### src/sv/tli_pkg.sv
// Shared types and constants of the table linear interpolator.
// Used by tli_alu, tli_table and table_linear_interpolator; no dependencies.
`default_nettype none

package tli_pkg;

  localparam int unsigned CNT_W     = 9;   // point_count register
  localparam int unsigned IDX_W     = 8;   // entry_index field
  localparam int unsigned DATA_W    = 32;  // Q16.16 words
  localparam int unsigned ALU_W     = 36;  // shared add/sub unit
  localparam int unsigned MAG_W     = 33;  // |dy|, dx and segment width
  localparam int unsigned PROD_W    = 66;  // exact product / quotient register
  localparam int unsigned STEP_W    = 7;   // iteration counter
  localparam int unsigned MUL_STEPS = 33;
  localparam int unsigned DIV_STEPS = 66;

  localparam logic [CNT_W-1:0] COUNT_RESET = 9'd2;

  // beat kinds
  localparam logic MODE_WRITE = 1'b0;
  localparam logic MODE_QUERY = 1'b1;

  // operand set-up steps after a segment is found
  localparam logic [1:0] PREP_DY  = 2'd0;
  localparam logic [1:0] PREP_MAG = 2'd1;
  localparam logic [1:0] PREP_DX  = 2'd2;
  localparam logic [1:0] PREP_W   = 2'd3;

  typedef struct packed {
    logic                     mode;
    logic [IDX_W-1:0]         entry_index;
    logic signed [DATA_W-1:0] entry_scale;
    logic signed [DATA_W-1:0] entry_value;
    logic signed [DATA_W-1:0] query_x;
  } in_t;

  typedef struct packed {
    logic signed [DATA_W-1:0] result_value;
    logic                     out_of_range;
  } out_t;

  typedef struct packed {
    logic [DATA_W-1:0] scale;
    logic [DATA_W-1:0] value;
  } tbl_entry_t;

  typedef struct packed {
    logic             sub;
    logic [ALU_W-1:0] a;
    logic [ALU_W-1:0] b;
  } alu_req_t;

  localparam out_t OOR_RES = '{result_value: '0, out_of_range: 1'b1};

endpackage

`default_nettype wire

### src/sv/tli_alu.sv
// Shared 36-bit adder/subtractor of the interpolator sequencer.
// Depends on tli_pkg.
`default_nettype none

module tli_alu (
  input  tli_pkg::alu_req_t         req_i,
  output logic [tli_pkg::ALU_W-1:0] sum_o
);
  import tli_pkg::*;

  logic [ALU_W-1:0] b_eff;

  // two's complement subtract: a + ~b + 1
  assign b_eff = req_i.sub ? ~req_i.b : req_i.b;
  assign sum_o = req_i.a + b_eff + ALU_W'(req_i.sub);

endmodule

`default_nettype wire

### config.mk
export PLATFORM = sky130hd
export DESIGN_NAME = tli_alu
export DESIGN_NICKNAME = d
export VERILOG_FILES = /design/src/sv/tli_pkg.sv /design/src/sv/tli_alu.sv
export SDC_FILE = /design/constraint.sdc
export NUM_CORES = 1
export LEC_CHECK = 0
export BUFFER_PORTS_ARGS = -buffer_cell sky130_fd_sc_hd__buf_2
export CORE_MARGIN = 2
export CORE_UTILIZATION = 50
export DETAILED_ROUTE_END_ITERATION = 6
export GPL_TIMING_DRIVEN = 0
export PLACE_DENSITY_LB_ADDON = 0.08
export SKIP_LAST_GASP = 1
export SLEW_MARGIN = 20
export SYNTH_ARGS = -nofsm -noshare
export SYNTH_HDL_FRONTEND = slang
export SYNTH_SLANG_ARGS = --single-unit
### constraint.sdc
create_clock -name vclk -period 4.91
set_input_delay 0.7365 -clock vclk [all_inputs]
set_output_delay 0.7365 -clock vclk [all_outputs]
set_load 0.01 [all_outputs]
==> summary.txt <==
Cells and area
  – Finished Core Util: 0.641
  – Number of antenna repair diodes: 0
  – FF+latch count: 0
  – Total Nets Final: approximately 540
  – Fillers: around 460
  – Share of cells above drive strength 1: 0.302
  – Clock buf count: 0
  – Sequential cell area: 0 sq um
  – Syn-to-layout area delta: 25.5%

Global route
  – Vias in the first global route: ~2.4k
  – M3 GR Usage: 0.00414
  – Total global-route track usage: 0.225
  – Number of antenna violations at the first check in global routing: 0
  – Pin count of the biggest net entering global routing: 11
  – Grt total ovfl: 0
  – GRT busiest layer: met2
  – Global routing usage on met2: 0.411
  – Routing usage on met1: 0.308
  – Wire length of the first global-routing pass: 10.2 mm

Placement
  – Gp weighted congestion: 0.866
  – Port Buffers: approximately 110
  – Post-DP HPWL: between 5 and 6 mm

Critical path
  – CP max FO: 10
  – Worst path arrival time: roughly 3.8 ns
  – Launching element of the worst setup path: req_i[72]
  – Max stage delay on crit path: around 0.57 ns
  – Crit end category: output pin
  – Critical-path cell list: buf_6, clkbuf_1, xor2_1, ha_1, nor2b_4, o31a_4, o21ai_4, o211ai_2, a21oi_1, o21a_1, o21ai_1, xor2_1, buf_2
  – CP required: around 4.2 ns
  – Critical path launch point type: input port
  – Cell mode on critical path: xor2_1
  – Start-to-end type of the worst setup path: input port to output pin
  – Max stage delay cell, worst path: clkbuf_1

Power
  – Net switching share of the total power: 0.561
  – Comb power frac: 1.000
  – VDD IR max: about 100 uV
  – Reg power frac: 0
  – P_int: 0.282 mW
  – Clock Power Share: 0
  – Reported leakage power: between 1 and 1.5 nW
  – P per Cell Area: around 210 nW/um^2
  – Switching power: 0.360 mW

STA
  – Total Neg Setup Slack: 0 ns
  – Max transition margin: 0.491
  – Final max-slew violation count: 0
  – Share of the cycle needed by the critical path after routing: 0.915
  – Final setup viols: 0
  – Slew at the pin closest to its max-slew limit: roughly 0.76 ns
  – Time the final worst path needs with I/O delays and setup: between 4 and 5 ns
  – Final-report hold violation count: 0
  – Setup repair after global routing missed its margin: false
  – Maximum clock frequency: around 220 MHz

Clock tree
  – Resized cells post-CTS: 0
  – Post-CTS repair timing setup buffer count: 0
  – Cts-stage hold buffer count: 0

Die
  – Chip Height: ~73 um
  – Number of primary I/O pins: 109
  – Floorplan die width: ~73 um
  – Initial Utilization: 0.511
  – Die area: 5330 sq um
  – Core outline area: about 4700 sq um
  – Number of rows in the core area: 25

Job
  – Max-Cap Viols: 0

Synthesis
  – Post-Synth Simple-Gate Area: 0.174
  – Number of distinct library cell variants in the gate-level netlist after synthesis: between 50 and 60
  – Number of warnings reported in the yosys synthesis log: 0
  – Proportion of synthesized chip area in sequential cells: 0
  – Xor/xnor share of the synthesized area: 0.250
  – Dominant cell by count in the synthesized netlist: xor2_1
  – Dominant cells by area after synthesis: ha_1, xor2_1, xnor2_1
  – Synth top cells by count: xor2_1, a21oi_1, ha_1
  – Largest area contributor in the synthesized netlist: ha_1
  – Share of Yosys cell area claimed by the top area cell type: 0.179
  – Number of nets in the synthesized netlist: about 430
  – Post-synthesis cell count: about 330
  – Compound-Gate Fraction of Synth Area: 0.341
  – Dominant combinational cell family by area after synthesis: compound AO/OA/AOI/OAI gates
  – Multiplexer share of the synthesized area: 0.00578
  – Mapped Avg Cell Area: about 7.3 sq um
  – Adder and majority gate portion of the synthesized area: 0.187
  – Cell area after synthesis: between 2000 and 2500 sq um

Min path
  – Worst min-delay path startpoint: req_i[36]
  – Hold Crit Endpoint: sum_o[0]
  – Min-Delay Path Depth: 3
  – Min-Delay Path Class: input port to output pin

Routing
  – Number of nets still failing antenna checks after routing: 0
  – Final wirelength: slightly above 6 mm
  – Via-to-Cell Ratio: between 5 and 6
  – Detailed-route via count: approximately 2.7k
  – DRC: 0
  – DRT iter0 DRCs: 136
  – Drt wl/cell: 12.6 um
  – Number of iterations in the first detailed-routing pass: 4

Run status
  – Run status: finished, final reports clean
## metrics by stage
| step | hold slack [ns] | cells | total power [mW] | setup slack (ns) | instance area, sq um |
|---|---|---|---|---|---|
| global placement | 1.76 | 488 | 0.633 | 0.446 | 2990 |
| floorplan | 1.55 | 326 | 0.449 | 0.924 | 2380 |
| detailed placement | 1.77 | 488 | 0.639 | 0.410 | 2990 |
| global route | 1.79 | 488 | 0.713 | 0.101 | 2990 |
| CTS | 1.76 | 488 | 0.643 | 0.405 | 2990 |
| finish | 1.76 | 488 | 0.642 | 0.419 | 2990 |
## layout make-up
cell class,instances,area (sq um),share of cell area
multi-input cells,302,2280,0.763
repair buffers,108,541,0.181
well taps,54,67.6,0.0226
plain buffers,11,52.6,0.0176
inverters,13,48.8,0.0163
## worst max path at each step
| stage | to | slack, ns | cells past startpoint |
|---|---|---|---|
| 6_report | sum_o[34] | 0.42 | 13 |
| 5_1_grt | sum_o[29] | 0.10 | 13 |
| 4_1_cts | sum_o[32] | 0.40 | 13 |
| 3_5_place_dp | sum_o[32] | 0.41 | 13 |
| 3_3_place_gp | sum_o[22] | 0.45 | 13 |
| 2_1_floorplan | sum_o[31] | 0.92 | 10 |
## layout by cell type, fill, tap and decap left out, types with 2 or more instances in the layout
cell | Yosys | final
xor2_1 | 43 | 43
xnor2_1 | 25 | 25
and3_1 | 2 | 2
o21ai_0 | 11 | 11
nand4_1 | 7 | 7
o21bai_1 | 5 | 5
a31oi_1 | 3 | 3
a21o_1 | 11 | 11
o21ai_4 | 2 | 2
nor2b_1 | 3 | 3
o211ai_1 | 5 | 5
ha_1 | 34 | 34
o21a_1 | 6 | 6
nor3_1 | 4 | 4
nand3_1 | 9 | 9
inv_1 | 13 | 13
buf_2 | 3 | 111
and4_1 | 2 | 2
o211ai_2 | 2 | 2
a21oi_1 | 39 | 39
a211oi_1 | 2 | 2
nor2_1 | 26 | 26
o21ai_1 | 8 | 8
nand2_1 | 27 | 27
clkbuf_1 | 7 | 7
## kinds of logic (layout without fill, tap and decap cells)
group / Yosys count / count (layout)
multiplexers: 1 / 1
adder cells (fa/ha/maj): 35 / 35
AND/OR/NAND/NOR: 87 / 87
AO/OA/AOI/OAI: 111 / 111
XOR/XNOR: 68 / 68
buffers and inverters: 24 / 132
## per-layer routing
metal | vias to the layer above | part of all wire
met1 | 1195 | 0.47
met2 | 71 | 0.48
met5 | - | 0
met3 | 0 | 0.043
li1 | 1398 | -
met4 | 0 | 0
## power by group through the flow
stage | clock, mW | combinational, mW | sequential (mW)
global route | 0 | 0.713 | 0
floorplan | 0 | 0.449 | 0
detailed placement | 0 | 0.639 | 0
CTS | 0 | 0.643 | 0
finish | 0 | 0.642 | 0
global placement | 0 | 0.633 | 0
## worst max-delay path: cells and delay by family
family | cells | cell delay, ns
AO/OA/AOI/OAI | 6 | 1.35
XOR/XNOR | 2 | 0.29
adder cells (fa/ha/maj) | 1 | 0.38
buffers and inverters | 3 | 0.83
AND/OR/NAND/NOR | 1 | 0.16
No activity file was read; power rests on OpenSTA's default activity.
